===== config.mk =====
export PLATFORM = sky130hd
export DESIGN_NAME = terminal_key_escape_decoder
export DESIGN_NICKNAME = d
export VERILOG_FILES = /design/src/sv/tked_pkg.sv /design/src/sv/terminal_key_escape_decoder.sv
export SDC_FILE = /design/constraint.sdc
export NUM_CORES = 1
export LEC_CHECK = 0
export BUFFER_PORTS_ARGS = -buffer_cell sky130_fd_sc_hd__buf_2
export CAP_MARGIN = 20
export CORE_UTILIZATION = 60
export DETAILED_ROUTE_END_ITERATION = 16
export GPL_ROUTABILITY_DRIVEN = 0
export HOLD_SLACK_MARGIN = 0.08
export PLACE_DENSITY_LB_ADDON = 0.12
export SLEW_MARGIN = 20
export SYNTH_ARGS = -nofsm -noshare
export SYNTH_HDL_FRONTEND = slang
export SYNTH_SLANG_ARGS = --single-unit

===== constraint.sdc =====
create_clock -name clock -period 5.6 [get_ports clock]
set_input_delay 1.68 -clock clock [delete_from_list [all_inputs] [get_ports clock]]
set_output_delay 1.68 -clock clock [all_outputs]
set_load 0.02 [all_outputs]

===== src/sv/tked_pkg.sv =====
// ----------------------------------------------------------------------------
// tked_pkg
// Shared types, codes and decode helpers of the terminal key escape decoder.
// ----------------------------------------------------------------------------
package tked_pkg;

   typedef enum logic [2:0] {
      MODE_IDLE      = 3'd0,
      MODE_ESC       = 3'd1,
      MODE_CSI_FIRST = 3'd2,
      MODE_CSI_BODY  = 3'd3,
      MODE_SS3       = 3'd4
   } mode_type;

   typedef enum logic [4:0] {
      KEY_CHAR       = 5'd0,
      KEY_ENTER      = 5'd1,
      KEY_BACKSPACE  = 5'd2,
      KEY_CTRL_A     = 5'd3,
      KEY_CTRL_C     = 5'd4,
      KEY_CTRL_D     = 5'd5,
      KEY_CTRL_E     = 5'd6,
      KEY_TAB        = 5'd7,
      KEY_ESCAPE     = 5'd8,
      KEY_UP         = 5'd9,
      KEY_DOWN       = 5'd10,
      KEY_RIGHT      = 5'd11,
      KEY_LEFT       = 5'd12,
      KEY_HOME       = 5'd13,
      KEY_END        = 5'd14,
      KEY_DELETE     = 5'd15,
      KEY_WORD_LEFT  = 5'd16,
      KEY_WORD_RIGHT = 5'd17,
      KEY_UNKNOWN    = 5'd18,
      KEY_EOF        = 5'd19
   } key_type;

   // request kinds carried on req_tuser
   localparam logic [1:0] REQ_BYTE = 2'd0;
   localparam logic [1:0] REQ_TICK = 2'd1;
   localparam logic [1:0] REQ_EOF  = 2'd2;

   localparam logic [7:0] BYTE_CR     = 8'h0D;
   localparam logic [7:0] BYTE_LF     = 8'h0A;
   localparam logic [7:0] BYTE_DEL    = 8'h7F;
   localparam logic [7:0] BYTE_BS     = 8'h08;
   localparam logic [7:0] BYTE_CTRL_A = 8'h01;
   localparam logic [7:0] BYTE_CTRL_C = 8'h03;
   localparam logic [7:0] BYTE_CTRL_D = 8'h04;
   localparam logic [7:0] BYTE_CTRL_E = 8'h05;
   localparam logic [7:0] BYTE_TAB    = 8'h09;
   localparam logic [7:0] BYTE_ESC    = 8'h1B;
   localparam logic [7:0] BYTE_SPACE  = 8'h20;
   localparam logic [7:0] BYTE_FINAL_LO = 8'h40;
   localparam logic [7:0] BYTE_FINAL_HI = 8'h7E;

   localparam logic [15:0] TIMEOUT_RESET = 16'd50;

   function automatic key_type letter_key(input logic [7:0] b);
      key_type k;
      case (b)
         "A":     k = KEY_UP;
         "B":     k = KEY_DOWN;
         "C":     k = KEY_RIGHT;
         "D":     k = KEY_LEFT;
         "H":     k = KEY_HOME;
         "F":     k = KEY_END;
         default: k = KEY_UNKNOWN;
      endcase
      return k;
   endfunction

   // classify a collected csi body from its length flags and first four bytes
   function automatic key_type classify_csi(input logic is1, input logic is2,
                                            input logic is4,
                                            input logic [7:0] b0, input logic [7:0] b1,
                                            input logic [7:0] b2, input logic [7:0] b3);
      key_type k;
      k = KEY_UNKNOWN;
      if (is1) begin
         k = letter_key(b0);
      end else if (is2 && b0 == "3" && b1 == "~") begin
         k = KEY_DELETE;
      end else if (is4 && b0 == "1" && b1 == ";" && (b2 == "3" || b2 == "5")) begin
         if (b3 == "C") begin
            k = KEY_WORD_RIGHT;
         end else if (b3 == "D") begin
            k = KEY_WORD_LEFT;
         end
      end
      return k;
   endfunction

endpackage


===== src/sv/terminal_key_escape_decoder.sv =====
// ----------------------------------------------------------------------------
// terminal_key_escape_decoder
// Turns raw terminal bytes, idle ticks and end of input into key events.
// ----------------------------------------------------------------------------
// Usage:
//   req channel: tuser = request kind (0 byte, 1 idle tick, 2 end of input,
//   3 ignored), tdata = received byte. rsp channel: tuser = key kind,
//   tdata = character code (zero unless the key is a char event).
//   A request gives zero or one response; ticks while idle and bytes that
//   start or extend an escape sequence give none.
//   A request taken is held in the input register and decoded into the
//   response register once that register is empty or being read, so a
//   stall of the receiver can keep it waiting in the input register.
//   Throughput: one request per cycle when the receiver does not stall,
//   set by the single decode step between the input and response registers.
//   csr_we/csr_wdata write timeout_ticks (idle ticks per awaited escape
//   byte, reset 50); write it only while the block is idle.
//   Reset clears the parser to idle, empties both registers and restores
//   the timeout. When the receiver stalls, the pending response holds, the
//   input register still accepts one more request, then req_tready drops.
// ----------------------------------------------------------------------------
module terminal_key_escape_decoder #(
   parameter int SEQ_DEPTH = 8
) (
   input  logic        clock,
   input  logic        reset,
   input  logic        req_tvalid,
   output logic        req_tready,
   input  logic [7:0]  req_tdata,   // [7:0] in_byte
   input  logic [1:0]  req_tuser,   // [1:0] req_type
   output logic        rsp_tvalid,
   input  logic        rsp_tready,
   output logic [7:0]  rsp_tdata,   // [7:0] char_code
   output logic [4:0]  rsp_tuser,   // [4:0] key_kind
   input  logic        csr_we,
   input  logic [15:0] csr_wdata
);
   import tked_pkg::*;

   localparam int CW = $clog2(SEQ_DEPTH + 1);

   // input register
   logic        in_valid_ff;
   logic [1:0]  in_type_ff;
   logic [7:0]  in_byte_ff;

   // parser state
   mode_type    mode_ff, mode_in;
   logic [15:0] wait_ff, wait_in;
   logic [CW-1:0] cnt_ff, cnt_in;
   logic [7:0]  seq_bytes_ff [SEQ_DEPTH];
   logic [15:0] timeout_ff;

   // response register
   logic        rsp_valid_ff;
   key_type     rsp_kind_ff;
   logic [7:0]  rsp_code_ff;

   logic        fire;
   logic        emit;
   key_type     kind;
   logic [7:0]  code;
   logic        csi_store;
   logic [CW-1:0] cnt_base;
   logic [CW-1:0] cnt_next;
   logic [7:0]  view [4];
   logic [16:0] wait_inc;
   logic        is_final;
   key_type     held_class;
   key_type     new_class;

   assign fire       = in_valid_ff && (!rsp_valid_ff || rsp_tready);
   assign req_tready = !in_valid_ff || fire;
   assign rsp_tvalid = rsp_valid_ff;
   assign rsp_tuser  = rsp_kind_ff;
   assign rsp_tdata  = rsp_code_ff;

   assign cnt_base = (mode_ff == MODE_CSI_FIRST) ? '0 : cnt_ff;
   assign cnt_next = cnt_base + CW'(1);
   assign wait_inc = {1'b0, wait_ff} + 17'd1;
   assign is_final = (in_byte_ff >= BYTE_FINAL_LO) && (in_byte_ff <= BYTE_FINAL_HI);

   // first four bytes of the csi body as it stands once the current byte is added
   always_comb begin
      for (int k = 0; k < 4; k++) begin
         view[k] = (cnt_base == CW'(k)) ? in_byte_ff : seq_bytes_ff[k];
      end
   end

   assign held_class = classify_csi(cnt_ff == CW'(1), cnt_ff == CW'(2), cnt_ff == CW'(4),
                                    seq_bytes_ff[0], seq_bytes_ff[1],
                                    seq_bytes_ff[2], seq_bytes_ff[3]);
   assign new_class  = classify_csi(cnt_next == CW'(1), cnt_next == CW'(2),
                                    cnt_next == CW'(4),
                                    view[0], view[1], view[2], view[3]);

   always_comb begin
      mode_in   = mode_ff;
      wait_in   = wait_ff;
      cnt_in    = cnt_ff;
      emit      = 1'b0;
      kind      = KEY_UNKNOWN;
      code      = 8'd0;
      csi_store = 1'b0;
      case (in_type_ff)
         REQ_BYTE: begin
            case (mode_ff)
               MODE_ESC: begin
                  if (in_byte_ff == "[") begin
                     mode_in = MODE_CSI_FIRST;
                     wait_in = '0;
                     cnt_in  = '0;
                  end else if (in_byte_ff == "O") begin
                     mode_in = MODE_SS3;
                     wait_in = '0;
                  end else begin
                     emit    = 1'b1;
                     kind    = (in_byte_ff == "b") ? KEY_WORD_LEFT :
                               (in_byte_ff == "f") ? KEY_WORD_RIGHT : KEY_ESCAPE;
                     mode_in = MODE_IDLE;
                     wait_in = '0;
                     cnt_in  = '0;
                  end
               end
               MODE_CSI_FIRST, MODE_CSI_BODY: begin
                  csi_store = (cnt_base < CW'(SEQ_DEPTH));
                  if (is_final || cnt_next >= CW'(SEQ_DEPTH)) begin
                     emit    = 1'b1;
                     kind    = new_class;
                     mode_in = MODE_IDLE;
                     wait_in = '0;
                     cnt_in  = '0;
                  end else begin
                     mode_in = MODE_CSI_BODY;
                     wait_in = '0;
                     cnt_in  = cnt_next;
                  end
               end
               MODE_SS3: begin
                  emit    = 1'b1;
                  kind    = letter_key(in_byte_ff);
                  mode_in = MODE_IDLE;
                  wait_in = '0;
                  cnt_in  = '0;
               end
               default: begin
                  mode_in = MODE_IDLE;
                  wait_in = '0;
                  cnt_in  = '0;
                  emit    = 1'b1;
                  case (in_byte_ff)
                     BYTE_CR, BYTE_LF: kind = KEY_ENTER;
                     BYTE_DEL, BYTE_BS: kind = KEY_BACKSPACE;
                     BYTE_CTRL_A: kind = KEY_CTRL_A;
                     BYTE_CTRL_C: kind = KEY_CTRL_C;
                     BYTE_CTRL_D: kind = KEY_CTRL_D;
                     BYTE_CTRL_E: kind = KEY_CTRL_E;
                     BYTE_TAB:    kind = KEY_TAB;
                     BYTE_ESC: begin
                        emit    = 1'b0;
                        mode_in = MODE_ESC;
                     end
                     default: begin
                        if (in_byte_ff >= BYTE_SPACE) begin
                           kind = KEY_CHAR;
                           code = in_byte_ff;
                        end else begin
                           kind = KEY_UNKNOWN;
                        end
                     end
                  endcase
               end
            endcase
         end
         REQ_TICK, REQ_EOF: begin
            if (mode_ff == MODE_IDLE) begin
               if (in_type_ff == REQ_EOF) begin
                  emit    = 1'b1;
                  kind    = KEY_EOF;
                  wait_in = '0;
                  cnt_in  = '0;
               end
            end else if (in_type_ff == REQ_EOF || wait_inc >= {1'b0, timeout_ff}) begin
               // wait abandoned: timeout or end of input
               emit = 1'b1;
               case (mode_ff)
                  MODE_CSI_FIRST: kind = KEY_UNKNOWN;
                  MODE_CSI_BODY:  kind = held_class;
                  default:        kind = KEY_ESCAPE;
               endcase
               mode_in = MODE_IDLE;
               wait_in = '0;
               cnt_in  = '0;
            end else begin
               wait_in = wait_inc[15:0];
            end
         end
         default: begin
         end
      endcase
   end

   always_ff @(posedge clock) begin
      if (reset) begin
         in_valid_ff  <= 1'b0;
         mode_ff      <= MODE_IDLE;
         wait_ff      <= '0;
         cnt_ff       <= '0;
         timeout_ff   <= TIMEOUT_RESET;
         rsp_valid_ff <= 1'b0;
      end else begin
         if (req_tready) begin
            in_valid_ff <= req_tvalid;
         end
         if (fire) begin
            mode_ff      <= mode_in;
            wait_ff      <= wait_in;
            cnt_ff       <= cnt_in;
            rsp_valid_ff <= emit;
         end else if (rsp_tready) begin
            rsp_valid_ff <= 1'b0;
         end
         if (csr_we) begin
            timeout_ff <= csr_wdata;
         end
      end
   end

   always_ff @(posedge clock) begin
      if (req_tready && req_tvalid) begin
         in_type_ff <= req_tuser;
         in_byte_ff <= req_tdata;
      end
      if (fire && emit) begin
         rsp_kind_ff <= kind;
         rsp_code_ff <= code;
      end
      for (int i = 0; i < SEQ_DEPTH; i++) begin
         if (fire && csi_store && cnt_base == CW'(i)) begin
            seq_bytes_ff[i] <= in_byte_ff;
         end
      end
   end

endmodule


==> impl_metrics.ini, run 1 <==
[status]
status = completed

[detailed_routing]
route.vias.total = 4824
wirelength_mm = 14.1
drc = 0
via_per_inst = 6.58
dr.first_iter.drc_count = 839
ant_nets = 0
dr.pass1.iters = 6
wl_per_cell_um = 19.2

[clock_tree]
cts_setup_buffers = 0
clock_path_buffers = 2
cts.reportedPaths.clkPinSlew_ns = 0.09
hold_buffers = 0
htree_levels = 3
cts_sinks = 96
clock_latency_ns = 0.37
cts_tree = built
post_cts_resized = 0
ctsRootBufferMaster = clkbuf_8
numCtsBuffers = 9

[pwr]
p_sw_share_pct = 24.3
p_clk_share_pct = 35.0
leakage_uw = 0.00231
intPower_uw = 1030
power_density_mw_per_mm2 = 224
switchingPower_uw = 331
ir_drop_mv = 0.159
comb_power_share_pct = 7.9
power_frac_seq_pct = 57.1

[yosys]
synth_fa_ha_area_share_pct = 5.59
synth_area_leaders = edfxtp_1, dfxtp_1, ha_1
synth_top_family_by_area = simple AND/OR/NAND/NOR gates
synth_compound_gate_area_share_pct = 14.7
synth_simple_gate_area_share_pct = 23.6
synth_cell_types = 72
yosysSeqAreaShare_pct = 44.2
muxShareOfSynthArea_pct = 5.01
postSynth.asyncResetShare_pct = 0
yosysTopAreaCell = edfxtp_1
syn_area_sq_mm = 0.00560
synth_top_area_share_pct = 29.5
synth_xor_area_share_pct = 3.13
yosys_warnings = 0
synth_edf_count = 55
netlist_instances = 586
synth_seq_cells = 96
synth.avg_cell_area_sq_um = 9.55
ys.flop_type = edfxtp_1
synth_fp_nets = 642

[worst_setup_path]
critPathBufInv = 2
crit_arrival_ns = 2.23
cpMostUsedCell = buf_2
cp_cell_sequence = buf_2 > nor2b_1 > nand2_1 > buf_2
critPathCaptureType = output port
crit_fanout = 3
cp_slowest_stage_delay_ns = 0.18
critPathRequiredTime_ns = 3.92
setup.worst_path.start = rsp_tready
cp-start-kind = input pin
crit_path_top_delay_cell = nor2b_1
cp_top_family = buffers and inverters
crit_type = in -> out
reg2reg_from = wait_ff[2]

[floorplan]
start_util_pct = 62.9
die_h_um = 98.6
rows = 34
pin_count = 46
dieArea_sq_mm = 0.00972
core_sq_mm = 0.00889
die_w_um = 98.6

[worst_hold_path]
worstHoldPathType = reg -> reg
worstHoldStart = wait_ff[1]

[timing]
final.setup.tns_ns = 0
rsz0062_at_grt = no
finalHoldViolations = 0
setup_violations = 0
slew_violations = 0
fin_skew_ns = 0.0188
fmax_mhz = 256
period_needed_ns = 3.91
slew-limit-headroom_pct = 42.2
finalCritPeriodShare_pct = 69.8
worstMarginPinSlew_ns = 0.864

[cells_and_area]
finalNonFillerCells = 733
final_common_cell = nor2_1
layout_common_cells = nor2_1, edfxtp_1, buf_2
drive_above_1_share_pct = 12.6
n_antenna_cell = 0
utilization_pct = 68.5
nNetsFinal = 676
area_growth_pct = 8.88

[grt]
grt-ovfl-total = 0
grt_first_pass_wirelength_mm = 22.7
grt_max_degree = 31
grt_pass1_vias = 4397
grt.total_usage_pct = 30.2
antenna_found_initial = 0

[place]
dp_hpwl_mm = 10.0
io_buffers = 45
dpl.cell_count = 717

[run]
cap_violations = 0
-- state kept, by name, indices dropped and copies added, names as in the netlist --
register	flops
seq_bytes_ff	32
timeout_ff	16
wait_ff	16
in_byte_ff	8
rsp_tdata	8
rsp_tuser	5
cnt_ff	4
mode_ff	3
in_type_ff	2
in_valid_ff	1
rsp_tvalid	1
-- layout make-up --
cell class                 instances  area [sq um]
fill                             696          2800
sequential                        96          2470
clock buffer                      13           191
inverter                          30           113
tap                              108           135
multi-input combinational        436          2920
clock inverter                     3          26.3
timing repair buffer              47           240
-- synthesized netlist by cell type (all sizes together), types with 6 or more instances --
cell type   n
nand3      23
nor2       64
nand2b     15
clkbuf     20
mux2i      22
xor2        7
dfxtp      41
a21oi      27
edfxtp     55
nand4      10
ha         25
and3        7
o211ai      8
a32o        7
inv        30
o21ai      25
nor2b       6
nand2      37
o21a        7
nor4        7
xnor2      13
and2       10
or3         9
nor3       17
o22ai       6
-- power by group through the flow --
stage	Clock (uW)	Combinational (uW)	Sequential, uW
floorplan	0	73.9	784
global placement	0	102	793
detailed placement	0	104	794
CTS	482	104	777
global route	512	118	780
finish	478	107	778
-- per-stage QoR --
stage,hold slack [ns],setup slack [ns],total power (uW),cell area [sq um]
2_1_floorplan,0.449,1.91,858,5600
3_3_place_gp,0.466,1.68,894,5870
3_5_place_dp,0.472,1.50,897,5870
4_1_cts,0.500,1.48,1360,6090
5_1_grt,0.540,1.40,1410,6090
6_report,0.499,1.69,1360,6090
-- metal layers --
layer	GRT usage, %	share of wire (%)	wire length [um]
met1	44.7	45	6410
met2	42.6	40	5700
met3	9.22	12	1660
met4	8.27	2.3	321
met5	0	0	0
-- path summary, 6_finish.rpt --
kind | endpoint | slack [ns] | cells after the start
worst max-delay path | req_tready | 1.69 | 4
worst min-delay path | wait_ff[1] | 0.50 | 2
worst max register to register | rsp_tuser[0] | 1.73 | 13
worst min register to register | wait_ff[1] | 0.50 | 2
-- cells by family (layout without fill, tap and decap cells) --
| group | count (synthesis) | in the layout |
|---|---|---|
| buffers and inverters | 54 | 93 |
| flip-flops | 96 | 96 |
| adder cells (fa/ha/maj) | 25 | 25 |
| AND/OR/NAND/NOR | 244 | 244 |
| multiplexers | 27 | 27 |
| XOR/XNOR | 20 | 20 |
| AO/OA/AOI/OAI | 120 | 120 |
-- tightest hold or removal path: stages, from the launching register on --
cell     delay, ns
dfxtp_1       0.34
nand2_1       0.06
a21oi_1       0.05
Note: power is estimated with default switching activity, not from simulation.
==> inputs of run 2 (changes only) <==
--- a/config.mk
+++ b/config.mk
@@ -5,9 +5,10 @@
 export SDC_FILE = /design/constraint.sdc
 export NUM_CORES = 1
 export LEC_CHECK = 0
+export ABC_AREA = 1
 export BUFFER_PORTS_ARGS = -buffer_cell sky130_fd_sc_hd__buf_2
 export CAP_MARGIN = 20
-export CORE_UTILIZATION = 60
+export CORE_UTILIZATION = 55
 export DETAILED_ROUTE_END_ITERATION = 16
 export GPL_ROUTABILITY_DRIVEN = 0
 export HOLD_SLACK_MARGIN = 0.08
==> constraint.sdc (replaced) <==
create_clock -name clock -period 3.5 [get_ports clock]
set_input_delay 1.05 -clock clock [delete_from_list [all_inputs] [get_ports clock]]
set_output_delay 1.05 -clock clock [all_outputs]
set_load 0.02 [all_outputs]
==> run 2 against run 1 <==
Effect of this change: count of clock-buffer cells in the layout fell by 2; routed wire length fell by 2.1%; critical path depth rose by 18; worst hold slack got worse by 0.030 ns; clock skew fell by 0.0066 ns; register-to-register slack got worse by 1.5 ns; critical endpoint is now wait_ff[14]; largest cell class unchanged.
==> impl_metrics.ini, run 2 <==
[timing]
worstMarginPinSlew_ns = 0.751
slew_violations = 0
fin_ws_ns = 0.263
finalCritPeriodShare_pct = 92.5
holdWs_ns = 0.469
setup_violations = 0
fmax_mhz = 309
fin_skew_ns = 0.0123
slew-limit-headroom_pct = 50.0
period_needed_ns = 3.24
finalHoldViolations = 0

[yosys]
yosysTopAreaCell = edfxtp_1
synth_cell_types = 41
synth_top_area_share_pct = 28.7
ys_top_cells_by_count = nand2_1, inv_1, nor2_1
postSynth.asyncResetShare_pct = 0
synth.most_common_cell = nand2_1
synth_area_leaders = edfxtp_1, dfxtp_1, nand2_1
synth_fp_nets = 808
yosys_warnings = 0
synth_seq_cells = 96
syn_area_sq_mm = 0.00576
synth.avg_cell_area_sq_um = 7.66
synth_edf_count = 55
netlist_instances = 752
ys.flop_type = edfxtp_1
yosysSeqAreaShare_pct = 42.9

[status]
status = completed

[place]
place_ws_ns = 0.141
io_buffers = 45
dp_hpwl_mm = 10.2

[cells_and_area]
n_antenna_cell = 0
layout_common_cells = nand2_1, inv_1, nor2_1
top_register = seq_bytes_ff
nNetsFinal = 857
fillers = 850
largest_reg_flops = 32
reg_top3 = seq_bytes_ff: 32 flops, timeout_ff: 16 flops, wait_ff: 16 flops
final_common_cell = nand2_1
drive_above_1_share_pct = 13.8
area_growth_pct = 11.2

[floorplan]
pin_count = 46
start_util_pct = 57.9
die_w_um = 104
die_h_um = 104
rows = 36
dieArea_sq_mm = 0.0109
core_sq_mm = 0.00995

[clock_tree]
clock_latency_ns = 0.38
cts.reportedPaths.clkPinSlew_ns = 0.09
cts_tree = built
cts_sinks = 96
ctsRootBufferMaster = clkbuf_8
clock_path_buffers = 2
numCtsBuffers = 9
htree_levels = 3

[grt]
grt-ovfl-total = 0
antenna_found_initial = 0
grt_first_pass_wirelength_mm = 22.5
grt.total_usage_pct = 26.2
grt_pass1_vias = 5009
grt_max_degree = 26

[worst_setup_path]
crit_arrival_ns = 3.49
critPathCaptureType = register
critPathRequiredTime_ns = 3.76
crit_type = reg -> reg
cp-start-kind = register
crit_fanout = 13

[run]
cap_violations = 0

[detailed_routing]
drc = 0
dr.first_iter.drc_count = 357
ant_nets = 0
route.vias.total = 5318
wirelength_mm = 13.8
via_per_inst = 5.66
dr.pass1.iters = 7
wl_per_cell_um = 14.7

[pwr]
leakage_uw = 0.00286
ir_drop_mv = 0.305
power_density_mw_per_mm2 = 361

[worst_hold_path]
worstHoldPathType = reg -> reg
==> run 2: cell types whose count changed after synthesis, sizes merged, moves of 8 or more <==
cell    before  now
nand2       37  165
inv         30  109
a21oi       27   68
nor2        64   96
nand3       23   54
mux2i       22    0
nand4       10   28
o21ai       25   41
nand2b      15    0
and2        10    0
clkbuf      20   11
or3          9    0
xnor2       13    5
==> run 2: area by class of cell <==
type	count	area, sq um	share of cell area [%]
Multi-Input combinational cell	532	2850	44.4
Clock inverter	5	41.3	0.644
Tap cell	133	166	2.60
Inverter	109	409	6.38
Timing Repair Buffer	53	298	4.65
Clock buffer	11	174	2.71
Sequential cell	96	2470	38.6
==> run 2: kinds of logic (layout without fill, tap and decap cells) <==
group / count (synthesis) / count (layout) / synth area share [%]
and+or+nand+nor: 369 / 369 / 29.5
AOI/OAI and AO/OA: 124 / 124 / 11.5
buffers and inverters: 124 / 178 / 8.49
DFF: 96 / 96 / 42.9
adders and majority gates: 25 / 25 / 5.43
xor gates and xnor gates: 14 / 14 / 2.13
==> run 2: through the flow <==
step	instance area (sq um)	utilization, %	TNS (ns)	power [uW]	cells
global placement	6140	61.7	0	1560	922
global route	6410	64.4	-0.0739	2400	939
detailed placement	6140	61.7	0	1570	922
CTS	6350	63.8	0	2320	938
floorplan	5760	-	0	1480	752
finish	6410	64.4	0	2310	939
==> run 2: final timing paths <==
check	startpoint	endpoint	slack, ns	cells after the start
min	timeout_ff[15]	timeout_ff[15]	0.47	2
max reg2reg	wait_ff[0]	wait_ff[14]	0.26	22
max	wait_ff[0]	wait_ff[14]	0.26	22
min reg2reg	timeout_ff[15]	timeout_ff[15]	0.47	2
==> run 2: worst max-delay path, cell delays in order (launching register included) <==
cell	delay (ns)
dfxtp_2	0.36
ha_2	0.20
nand3_2	0.12
nor2_4	0.15
nand3_2	0.11
nor3_2	0.16
inv_1	0.08
nor2_1	0.11
xor2_1	0.19
inv_1	0.06
ha_1	0.29
nand2_1	0.05
inv_1	0.06
nand4_1	0.11
o31ai_2	0.20
a21oi_1	0.08
nand2_2	0.11
inv_1	0.07
buf_4	0.18
nand3_1	0.17
nor2_1	0.06
a21oi_1	0.12
nor2_1	0.06
==> run 2: power by group <==
part / switching, uW / internal (uW)
registers: 22.4 / 1220
clock network: 408 / 353
logic: 214 / 95.3
==> run 2: repair_timing <==
action,in CTS,in global routing
endpoints found under the setup margin,0,23
hold buffers,0,0
gates resized for setup,0,12
buffers inserted,0,1
==> run 2: layer usage <==
metal / vias to the layer above / track usage [%] / share of wire (%)
li1: 2600 / - / -
met1: 2423 / 33.2 / 43
met2: 242 / 42.7 / 46
met3: 53 / 5.08 / 7.1
met4: 0 / 13.0 / 3.7
met5: - / 0 / 0
